<file path="config.mk">
export PLATFORM = sky130hd
export DESIGN_NAME = lruwb_cell
export DESIGN_NICKNAME = d
export VERILOG_FILES = /design/src/hw/rtl/lruwb_pkg.sv /design/src/hw/rtl/lruwb_cell.sv
export SDC_FILE = /design/constraint.sdc
export NUM_CORES = 1
export LEC_CHECK = 0
export ABC_AREA = 1
export CAP_MARGIN = 15
export CORE_AREA = 2 2 196 198
export CTS_CLUSTER_SIZE = 20
export DETAILED_ROUTE_END_ITERATION = 16
export DIE_AREA = 0 0 198 200
export DONT_BUFFER_PORTS = 1
export GPL_ROUTABILITY_DRIVEN = 0
export MAX_ROUTING_LAYER = met4
export PLACE_DENSITY = 0.48
export SETUP_SLACK_MARGIN = 0.5
export SLEW_MARGIN = 10
export SYNTH_ARGS = -nofsm -noshare
export SYNTH_HDL_FRONTEND = slang
export SYNTH_SLANG_ARGS = --single-unit
</file>
<file path="constraint.sdc">
create_clock -name clk -period 5.6 [get_ports clk]
set_clock_uncertainty 0.2 [all_clocks]
set_input_delay 0.56 -clock clk [delete_from_list [all_inputs] [get_ports clk]]
set_output_delay 0.56 -clock clk [all_outputs]
set_load 0.02 [all_outputs]
</file>
<file path="src/hw/rtl/lruwb_pkg.sv">
// shared types and constants for the lru write-back cache directory
// no dependencies
package lruwb_pkg;

  localparam int CAPACITY_DEF = 16;
  localparam int TAG_W        = 32;
  localparam int STAMP_W      = 64;
  localparam int COUNT_W      = 32;

  typedef enum logic [1:0] {
    FUNC_READ  = 2'd0,
    FUNC_WRITE = 2'd1,
    FUNC_FLUSH = 2'd2,
    FUNC_NOP   = 2'd3
  } func_t;

  typedef enum logic [1:0] {
    ACT_WRITEBACK = 2'd0,
    ACT_FETCH     = 2'd1,
    ACT_COMPLETE  = 2'd2,
    ACT_UNUSED    = 2'd3
  } action_t;

  typedef struct packed {
    logic [1:0]       func;
    logic [TAG_W-1:0] block_num;
  } in_item_t;

  typedef struct packed {
    logic [1:0]         action;
    logic [TAG_W-1:0]   target_block;
    logic               was_hit;
    logic               last;
    logic [COUNT_W-1:0] hit_count;
    logic [COUNT_W-1:0] miss_count;
  } out_item_t;

  // contents of one directory cell
  typedef struct packed {
    logic               valid;
    logic [TAG_W-1:0]   tag;
    logic [STAMP_W-1:0] stamp;
    logic               dirty;
  } entry_t;

  // running search result handed from cell to cell
  typedef struct packed {
    logic               found;
    logic [STAMP_W-1:0] stamp;
    logic [TAG_W-1:0]   tag;
    logic               dirty;
  } tok_t;

  // broadcast controls from the sequencer to every cell
  typedef struct packed {
    logic               evict;
    logic               install;
    logic               install_dirty;
    logic               touch;
    logic               set_dirty;
    logic               clean;
    logic               mode_dirty;
    logic [TAG_W-1:0]   req_tag;
    logic [STAMP_W-1:0] stamp_new;
  } cell_ctl_t;

endpackage

</file>
<file path="src/hw/rtl/lruwb_cell.sv">
// one directory cell: holds an entry, shifts down on eviction, and
// forwards the running lru / first-dirty search token to its neighbor
// depends on lruwb_pkg
module lruwb_cell import lruwb_pkg::*; #(
  parameter int IDX   = 0,
  parameter int IDX_W = 4
) (
  input  logic             clk,
  input  logic             rst,
  input  cell_ctl_t        ctl,
  input  logic [IDX_W-1:0] sel_idx,
  input  entry_t           up_entry,
  input  tok_t             tok_in,
  input  logic [IDX_W-1:0] idx_in,
  output entry_t           entry,
  output tok_t             tok_out,
  output logic [IDX_W-1:0] idx_out,
  output logic             match
);

  localparam logic [IDX_W-1:0] MY_IDX = IDX_W'(IDX);

  logic shift_in;
  logic load;
  logic take;

  assign match    = entry.valid && (entry.tag == ctl.req_tag);
  assign shift_in = ctl.evict && (MY_IDX >= sel_idx);
  assign load     = ctl.install && (MY_IDX == sel_idx);

  always_comb begin
    if (ctl.mode_dirty) begin
      take = entry.valid && entry.dirty && !tok_in.found;
    end else begin
      // strict compare keeps the lowest entry on equal stamps
      take = entry.valid && (!tok_in.found || (entry.stamp < tok_in.stamp));
    end
  end

  always_ff @(posedge clk) begin
    if (rst) begin
      entry.valid <= 1'b0;
    end else if (shift_in) begin
      entry <= up_entry;
    end else if (load) begin
      entry.valid <= 1'b1;
      entry.tag   <= ctl.req_tag;
      entry.stamp <= ctl.stamp_new;
      entry.dirty <= ctl.install_dirty;
    end else if (ctl.touch && match) begin
      entry.stamp <= ctl.stamp_new;
      if (ctl.set_dirty) begin
        entry.dirty <= 1'b1;
      end
    end else if (ctl.clean && (MY_IDX == sel_idx)) begin
      entry.dirty <= 1'b0;
    end
  end

  always_ff @(posedge clk) begin
    if (take) begin
      tok_out <= '{found: 1'b1, stamp: entry.stamp, tag: entry.tag, dirty: entry.dirty};
      idx_out <= MY_IDX;
    end else begin
      tok_out <= tok_in;
      idx_out <= idx_in;
    end
  end

endmodule

</file>
After elaboration in Yosys (flattened, before gate mapping):

Cells that the tools add are included.

* bits in registers: 200
* input port bits: 309
* output and inout port bits: 201
* word-level logic and storage cells: 40

* $lt $le $gt $ge: 2
* eq/ne operators: 2
* multiplexer cells: 9
* bitwise operators: 1
* reduce and logical (&&, ||, !) cells: 17

Operators by type and width (number)
* $mux W98: 1
* $mux W97: 1
* $mux W65: 1
* $lt A64 B64 Y1: 1
* $mux W64: 1
* $mux W33: 1
* $eq A32 B32 Y1: 1
* $logic_and A1 B1 Y1: 8
* $ge A1 B4 Y1 const A: 1
* $logic_not A4 Y1: 1
* $mux W1: 4
* $ne A4 B4 Y1 const B: 1
* $reduce_and A2 Y1: 2
* $reduce_bool A4 Y1: 1
* $reduce_and A3 Y1: 1
* $reduce_bool A3 Y1: 1
* $reduce_bool A2 Y1: 1
* $logic_not A1 Y1: 1
* $logic_or A1 B1 Y1: 1
* $not A1 Y1: 1

Logic depth before layout (Yosys ltp):

Gate-level depths: netlist of run 1.

* word-level depth: 6
* mapped depth: 20
* gate-level depth less buffers: 18

Worst setup path before layout of run 1:

OpenSTA, ideal clock, no wires.

* path kind: input to register
* start point: input ctl[77] (netlist name)
* end point: register entry[10] (netlist name) (enable)
* setup time: 488 ps
* arrival time: 4084 ps
* required time: 4912 ps
* path slack: 828 ps
* stages: 11
* path buffers: 0
* cell sequence: inv_1 -> nor2_1 -> nor3_1 -> nand2_1 -> nor3_1 -> nand3_1 -> nor2_1 -> nand3_1 -> nand2_1 -> inv_1 -> nor2_1

* cells in the longest elaborated chain, start to end: 5

RTL lines
* start, declared: line lruwb_cell.sv:10 `input cell_ctl_t ctl,`
* $eq A32 B32 Y1: line lruwb_cell.sv:27 `assign match = entry.valid && (entry.tag == ctl.req_tag);`
* $logic_and A1 B1 Y1: line lruwb_cell.sv:27
* $logic_and A1 B1 Y1: line lruwb_cell.sv:50 `end else if (ctl.touch && match) begin`
* $reduce_bool A3 Y1 (no source line)
* $reduce_and A2 Y1 (no source line)
* end signal, assigned: line lruwb_cell.sv:44 `entry <= up_entry;`
* end, declared: line lruwb_cell.sv:15 `output entry_t entry,`

Every way passes these cells.
A chain may end at the register's enable or synchronous reset.

Final worst setup path of run 1:

* start point: register entry[30] (netlist name)
* end point: register tok_out[5] (netlist name)

* cells in the longest elaborated chain, start to end: 5

RTL lines
* $lt A64 B64 Y1: line lruwb_cell.sv:36 `take = entry.valid && (!tok_in.found || (entry.stamp < tok_in.stamp));`
* $logic_or A1 B1 Y1: line lruwb_cell.sv:36
* $logic_and A1 B1 Y1: line lruwb_cell.sv:36
* $mux W1: line lruwb_cell.sv:32 `if (ctl.mode_dirty) begin`
* $mux W97: line lruwb_cell.sv:61 `if (take) begin`
* end signal, assigned: line lruwb_cell.sv:62 `tok_out <= '{found: 1'b1, stamp: entry.stamp, tag: entry.tag, dirty: entry.dirty};`
* end signal, assigned: line lruwb_cell.sv:65 `tok_out <= tok_in;`
* end, declared: line lruwb_cell.sv:16 `output tok_t tok_out,`

Every way passes these cells.

==> results of run 1 <==
what timing repair did:
action / in CTS / in global routing
resized for setup: 0 / 0
hold buffers: 90 / 0
endpoints found under the hold margin: 90 / 0
cells by family (layout without fill, tap and decap cells):
family / after synthesis / in the layout / synth area share (%)
xor gates and xnor gates: 7 / 7 / 0.601
AOI/OAI and AO/OA: 83 / 83 / 4.43
DFF: 200 / 200 / 48.8
other: 0 / 2 / 0
buffers and inverters: 178 / 255 / 7.94
adders and majority gates: 63 / 63 / 7.73
and+or+nand+nor: 736 / 736 / 30.5
synth_stat cells:
master       n  area, um^2
o22ai_1      2        12.5
or2_2       10        62.6
nor3_1       7        35.0
inv_2        2        7.51
clkbuf_1    30         113
buf_12       4        80.1
dfxtp_1    103        2060
o21ai_1      6        30.0
or2_0        1        6.26
nand2_2     31         194
o21ai_0     32         160
o32ai_1      1        8.76
buf_2       10        50.1
xor2_1       4        35.0
nor4_2       1        12.5
nand2_1    498        1870
inv_1      122         458
nand4_1     17         106
nor2_1      48         180
ha_1        63         788
o2111ai_1    2        17.5
a21boi_1     1        7.51
a21o_1       2        15.0
nand3_1    114         571
nor4_1       2        12.5
a21oi_2      2        17.5
nand3b_1     2        15.0
a21boi_0     3        22.5
and3_1       1        6.26
nand2_4      2        22.5
xnor2_1      3        26.3
buf_6        8        90.1
clkinv_1     1        3.75
edfxtp_1    97        2910
buf_4        1        7.51
nor3_2       2        20.0
a21oi_1     32         160
power by group through the flow:
stage / Clock [W] / Sequential [W] / Combinational (W)
CTS: 0.00134 / 0.00175 / 0.000326
global placement: 0 / 0.00179 / 0.000265
global route: 0.00140 / 0.00176 / 0.000367
detailed placement: 0 / 0.00179 / 0.000270
finish: 0.00130 / 0.00175 / 0.000322
floorplan: 0 / 0.00176 / 0.000207
final cells by class:
| type | instances | share of cell area, % |
|---|---|---|
| flip-flops and latches | 200 | 41.1 |
| multi-input cells | 889 | 36.8 |
| repair buffers | 98 | 8.04 |
| well taps | 511 | 5.28 |
| inverters | 125 | 3.90 |
| clock buffers | 17 | 3.51 |
| clock inverters | 15 | 1.37 |
| diodes | 2 | 0.0413 |
per-layer routing:
layer  wire length, um  GRT usage (%)
met1             15300           21.9
met2             18700           31.5
met3              2740           5.23
met4               877           6.57
met5                 0              -
metrics by stage:
| step | setup slack, ps | std cells | power [W] |
|---|---|---|---|
| floorplan | 828 | 1267 | 0.00196 |
| global placement | 1760 | 1733 | 0.00205 |
| detailed placement | 1720 | 1733 | 0.00206 |
| CTS | 1720 | 1855 | 0.00342 |
| global route | 1440 | 1856 | 0.00352 |
| finish | 1760 | 1857 | 0.00337 |
worst paths after layout:
kind,endpoint,from,cells after the start
worst min register to register,tok_out[68],entry[36],2
worst max register to register,tok_out[5],entry[30],14
worst max-delay path,tok_out[5],entry[30],14
worst min-delay path,tok_out[97],tok_in[97],2
critical path: stages, from the launching register on:
cell and delay (ps):
edfxtp_1 540, ha_1 360, a21oi_1 160, nor2_1 60, nor2_1 80, nand3_1 80
a21oi_1 220, nand2_1 180, nand2_1 110, nand2_2 60, nand2_4 340, nand2_4 580
buf_4 470, nand2_1 100, nand2_1 50
sequential cells by signal, summed over array words and instances (netlist names):
register	cells
idx_out	4
tok_out	98
entry	98
==> out/metrics.csv, run 1 <==
metric,value,unit
Rel. slew slack,29.7,%
peak fanout along the critical path,57,
Routed Antenna Nets,0,
std cell rows,71,
drt pass-1 iters,5,
Final Max Tran Viols,0,
total grt overflow,0,
synthesis-stage register bit count,200,
vias per cell,4.68,
slew of the pin with the lowest slew margin,1050,ps
DR vias,8684,
Hold WC Path Type,input port to flop,
Syn Area/Cell,8.05,um^2
maximum vdd drop,0.199,mV
Clock Tree Buf Depth,2,
H-tree level count,4,
RSZ-0062 raised after global routing,false,
Post-CTS Repair Setup Buffers,0,
total wire length,37600,um
io pins,510,
Psw,0.000951,W
core area,37400,um^2
clock share of power,38.5,%
vias in the first global route,8366,
logic gate share of total power,9.6,%
CP Capture Type,flop,
FF+latch area,4970,um^2
FF-to-FF setup slack,1760,ps
fmax,260,MHz
Synth Instances,1267,
hold_ws,37.8,ps
WL/cell,20.3,um
data required time at the worst endpoint,5740,ps
Die Ht,200,um
Finished Core Util,32.4,%
register area share after synthesis,48.8,%
Tmin final,3840,ps
power density over the cells,278,nW/um^2
status,completed,
Starting Density,27.3,%
TritonCTS clock tree,built,
library cells used by synthesis,37,
post-synth net total,1639,
Pleak,5.60,nW
clock root cell,clkbuf_16,
Total GRT Usage,18.9,%
Filler Cells Inserted,3936,
Horiz. Die Dim,198,um
area growth from synthesis to layout,18.7,%
fin crit share,68.6,%
Clock Sinks,200,
Layout Nets,1703,
HPWL Detailed,28400,um
share of cells above drive strength 1,6.99,%
Sw Share,28.2,%
Netlist Area Pre-Place,10200,um^2
first-pass GRT wire length,52900,um
DR iter-0 viols,485,
multi-input logic area,4450,um^2
Placed Area,10600,um^2
max-cap viol count,0,
initial antenna violation count,1,
YS warnings,0,
die area,39600,um^2
Num CTS Buffers,17,
I/O Buffers,0,
Clock Pin Slew Worst Setup and Hold Paths,80,ps
detailed-route DRC error count,0,
design area,12100,um^2
pin count of the biggest net entering global routing,80,
Internal,0.00242,W
Seq pwr share,52.0,%
final hold vios,0,
critical path type,flop to flop,
insertion delay to the later sink of the worst-skew pair,460,ps
crit path DAT,3990,ps
"most common cell after layout, fill and taps aside",nand2_1,
type of origin of the critical path,flop,
final setup vio count,0,
most frequent cells in the layout,"nand2_1, inv_1, nand3_1",
final setup TNS,0,ps
Note: power is estimated with default switching activity, not from simulation.
==> run 2, diff against run 1 <==
Clock period 5.6 ns to 3.8 ns, I/O delays scaled along.
==> run 2 against run 1 <==
- clock-buffer cell count up 11
- highest routed layer unchanged
- die area unchanged
- sequential share of layout area decreased by 6.2 points
- largest power group unchanged
- first-iteration DRC count increased by 15%
- sequential cell count did not move
- worst setup slack got worse by 930 ps
- cell count up 11%
- clock power increased by 38%
- via count is 12% higher
- critical path depth shrank 2
- combinational power is 110% higher
- register-to-register slack got worse by 930 ps
==> out/metrics.csv, run 2 (synthesis gave the netlist of run 1 again) <==
metric,value,unit
RSZ-0062 raised after global routing,false,
CP Capture Type,flop,
drt pass-1 iters,5,
Sw Share,27.0,%
final setup vio count,0,
slew of the pin with the lowest slew margin,700,ps
WL/cell,19.2,um
fmax,337,MHz
Layout Nets,1915,
crit path DAT,3160,ps
type of origin of the critical path,flop,
total grt overflow,0,
"most common cell after layout, fill and taps aside",nand2_1,
area growth from synthesis to layout,39.7,%
Clock Sinks,200,
peak fanout along the critical path,39,
pre-CTS WS,658,ps
Final Max Tran Viols,0,
Setup WS post-layout,830,ps
clock root cell,clkbuf_16,
Total GRT Usage,20.1,%
Num CTS Buffers,17,
vias per cell,4.71,
Filler Cells Inserted,3731,
Clock Pin Slew Worst Setup and Hold Paths,80,ps
most frequent cells in the layout,"nand2_1, dlygate4sd3_1, inv_1",
Largest regs,"entry (98), tok_out (98), idx_out (4)",
Bufs and invs on worst path,1,
total wire length,39700,um
Tmin final,2970,ps
critical path type,flop to flop,
status,completed,
share of cells above drive strength 1,6.04,%
Rel. slew slack,53.2,%
data required time at the worst endpoint,3990,ps
I/O Buffers,0,
Starting Density,27.3,%
clock share of power,35.7,%
CP max stage delay,580,ps
"slowest stage cell, crit path",edfxtp_1,
first-pass GRT wire length,57500,um
insertion delay to the later sink of the worst-skew pair,460,ps
multi-input logic area,4450,um^2
DR iter-0 viols,560,
Internal,0.00368,W
critical path's top delay family,simple AND/OR/NAND/NOR gates,
fin crit share,78.2,%
TritonCTS clock tree,built,
Pleak,6.50,nW
pin count of the biggest net entering global routing,102,
vias in the first global route,9716,
Die Ht,200,um
DR vias,9754,
core area,37400,um^2
die area,39600,um^2
Routed Antenna Nets,0,
final setup TNS,0,ps
logic gate share of total power,13.2,%
H-tree level count,4,
critical-path cell list,ha_1 > nand2_2 > nor4_2 > nand2_1 > nor2_1 > nand2_1 > nand2_2 > nand2_4 > nand2_4 > buf_12 > nand2_1 > nand2_1,
Hold WC Path Type,input port to flop,
io pins,510,
HPWL Detailed,28400,um
power density over the cells,354,nW/um^2
max-cap viol count,0,
detailed-route DRC error count,0,
Post-CTS Repair Setup Buffers,0,
FF+latch area,4970,um^2
Clock Tree Buf Depth,2,
initial antenna violation count,2,
Psw,0.00136,W
final hold vios,0,
maximum vdd drop,0.315,mV
std cell rows,71,
Seq pwr share,51.1,%
Crit path top cell by count,nand2_1,
Horiz. Die Dim,198,um
[run 2: cell types whose count changed in the layout (fill, tap and decap cells not counted), sizes merged]
cell         delta
dlygate4sd3   +206
clkbuf         +11
buf             +6
inv             -6
bufinv          -2
clkinvlp        -2
clkinv          -1
[run 2: metal layers]
metal / up-vias / global-route usage [%] / part of all wire [%]
met4: 0 / 7.77 / 3.1
met5: - / - / 0
li1: 4630 / - / -
met2: 471 / 34.4 / 50
met1: 4576 / 22.3 / 39
met3: 77 / 5.80 / 7.5
[run 2: cell type report]
class | instances | area share, %
timing repair buffer | 310 | 22.1
multi-input combinational | 889 | 31.2
antenna | 2 | 0.0351
tap | 511 | 4.49
clock buffer | 28 | 3.71
sequential | 200 | 34.9
clock inverter | 4 | 0.228
inverter | 125 | 3.31
[run 2: power groups by stage]
stage / clock, W / combinational, W / sequential [W]
finish: 0.00180 / 0.000666 / 0.00258
global route: 0.00194 / 0.000745 / 0.00259
CTS: 0.00186 / 0.000663 / 0.00258
detailed placement: 0 / 0.000401 / 0.00263
global placement: 0 / 0.000393 / 0.00263
floorplan: 0 / 0.000305 / 0.00259
[run 2: through the flow]
stage / cells / util (%) / hold WS, ps / cell area, um^2 / total power [W]
detailed placement: 1739 / 28.7 / 283 / 10700 / 0.00303
global route: 2069 / 38.1 / 17.1 / 14200 / 0.00527
floorplan: 1267 / - / 275 / 10200 / 0.00290
CTS: 2067 / 38.1 / 0.568 / 14200 / 0.00510
finish: 2069 / 38.1 / 37.0 / 14200 / 0.00505
global placement: 1739 / 28.7 / 279 / 10700 / 0.00302
[run 2: what timing repair did]
| action | 4_1_cts | 5_1_grt |
|---|---|---|
| endpoints found under the setup margin | 0 | 8 |
| gates resized for setup | 0 | 1 |
| hold buffers | 296 | 0 |
| hold endpoints to repair | 212 | 0 |
[run 2: final timing paths]
| path | from | end | slack, ps | cells past startpoint |
|---|---|---|---|---|
| setup / recovery | entry[56] | tok_out[44] | 830 | 12 |
| hold / removal | ctl[73] | entry[74] | 40 | 2 |
| hold reg to reg | entry[9] | tok_out[41] | 510 | 2 |
| setup reg to reg | entry[56] | tok_out[44] | 830 | 12 |
==> run 3, diff against run 2 <==
Settings changed: PLACE_DENSITY 0.48 to 0.49.
Clock period 3.8 ns to 2.6 ns, I/O delays scaled along.
==> run 3 against run 2 <==
- cell area grew 24%
- clock-buffer cell count shrank 9
- critical path type unchanged
- routed wire length grew 15%
- non-clock buffer count grew 194
- sequential cell count is the same
- maximum frequency grew 17%
- largest power group unchanged
- sequential power grew 43%
- highest routed layer unchanged
==> out/metrics.csv, run 3 (synthesis gave the netlist of run 1 again) <==
metric,value,unit
Largest regs,"entry (98), tok_out (98), idx_out (4)",
H-tree level count,4,
critical-path cell list,buf_4 > buf_6 > or2_4 > nand4_1 > nor4_1 > buf_4 > nand3_2 > nand2_2 > inv_2 > nor2_4 > buf_12 > buf_8 > buf_16,
HPWL Detailed,30600,um
Placed Area,12200,um^2
detailed-route DRC error count,0,
type of origin of the critical path,flop,
WL/cell,20.2,um
insertion delay to the later sink of the worst-skew pair,450,ps
max-cap viol count,0,
area growth from synthesis to layout,72.5,%
share of cells above drive strength 1,28.9,%
hold_ws,39.1,ps
Clock Pin Slew Worst Setup and Hold Paths,80,ps
Layout Nets,2109,
critical path's top delay family,buffers and inverters,
Rel. slew slack,64.7,%
Clock Sinks,200,
drt pass-1 iters,5,
Crit path top cell by count,buf_4,
status,completed,
RSZ-0062 raised after global routing,true,
Num CTS Buffers,17,
DR iter-0 viols,405,
Total GRT Usage,21.9,%
Starting Density,27.3,%
R2R cell count,13,
Reg2Reg Capture Point,entry[34],
Die Ht,200,um
final setup vio count,0,
std cell rows,71,
peak fanout along the critical path,6,
first-pass GRT wire length,62600,um
slew of the pin with the lowest slew margin,527,ps
Finished Core Util,47.0,%
hold_sp,ctl[97],
io pins,510,
FF-to-FF setup slack,60,ps
Hold EP,entry[0],
FF-to-FF Start,entry[82],
core area,37400,um^2
"slowest stage cell, crit path",edfxtp_1,
Routed Antenna Nets,0,
maximum vdd drop,0.427,mV
pin count of the biggest net entering global routing,65,
Pleak,7.85,nW
clock root cell,clkbuf_16,
vias in the first global route,11000,
fin crit share,97.6,%
initial antenna violation count,1,
Bufs and invs on worst path,7,
fmax,394,MHz
"Power, Total",0.00788,W
critical path type,flop to flop,
final hold vios,0,
design area,17600,um^2
power density over the cells,448,nW/um^2
total grt overflow,0,
crit path DAT,2510,ps
CP max stage delay,390,ps
"most common cell after layout, fill and taps aside",nand2_1,
I/O Buffers,0,
total wire length,45700,um
DR vias,10700,
Hold WC Path Type,input port to flop,
Tmin final,2540,ps
die area,39600,um^2
CP Capture Type,flop,
Horiz. Die Dim,198,um
TritonCTS clock tree,built,
vias per cell,4.71,
Clock Tree Buf Depth,2,
Final Max Tran Viols,0,
Hold Path Depth,3,
data required time at the worst endpoint,2570,ps
most frequent cells in the layout,"nand2_1, dlygate4sd3_1, buf_4",
==> run 3: cell types whose count changed in the layout (fill, tap and decap cells not counted), sizes merged <==
cell	change
dlygate4sd3	+5
bufinv	+1
inv	+5
clkinvlp	+1
diode	-1
clkbuf	+1
buf	+179
clkinv	+1
==> run 3: layout make-up <==
type | instances | area, um^2
fillers | 3439 | 19800
multi-input cells | 889 | 5620
repair buffers | 504 | 5320
flip-flops and latches | 200 | 4970
well taps | 511 | 639
inverters | 125 | 472
clock buffers | 19 | 464
clock inverters | 12 | 111
diodes | 1 | 2.50
==> run 3: timing repair <==
| action | in CTS | in global routing |
|---|---|---|
| gates resized for setup | 75 | 161 |
| gates cloned | 9 | 13 |
| hold endpoints to repair | 208 | 1 |
| endpoints found under the setup margin | 168 | 169 |
| pin swaps | 18 | 56 |
| hold buffers | 300 | 1 |
| setup buffers | 26 | 20 |
==> run 3: per-layer routing <==
metal  GRT usage, %  wire length (um)
met1           22.5             16800
met2           39.4             23900
met5              -                 0
met4           9.86              1930
met3           5.75              3070
==> run 3: worst max-delay path by stage <==
stage                         start           to  slack [ps]  depth (start not counted)
after floorplan           entry[80]    entry[10]        -290                         11
after global placement    entry[26]  tok_out[20]          60                         15
after detailed placement  entry[26]  tok_out[20]         -30                         15
after CTS                 entry[30]  tok_out[29]          70                         16
after global routing      entry[83]    entry[34]         -20                         15
final                     entry[82]    entry[34]          60                         13
==> run 3: power by group <==
group | total, W | leakage, nW | switching [W] | internal, W
combinational | 0.00142 | 5.82 | 0.000675 | 0.000744
clock | 0.00275 | 0.287 | 0.00134 | 0.00142
sequential | 0.00370 | 1.74 | 0.000242 | 0.00346
total | 0.00788 | 7.85 | 0.00225 | 0.00562
==> run 3: worst reg2reg max path: cells and delay by family (launching register included) <==
family | cells | cell delay (ps)
buffers and inverters | 7 | 920
DFF | 1 | 390
and+or+nand+nor | 6 | 770
==> run 3: stage by stage <==
step	setup slack (ps)	setup TNS, ps	cells
floorplan	-292	-21570	1267
global placement	56.7	0	1860
detailed placement	-32.9	-99.2	1860
CTS	71.0	0	2226
global route	-21.3	-402	2261
finish	62.1	0	2261
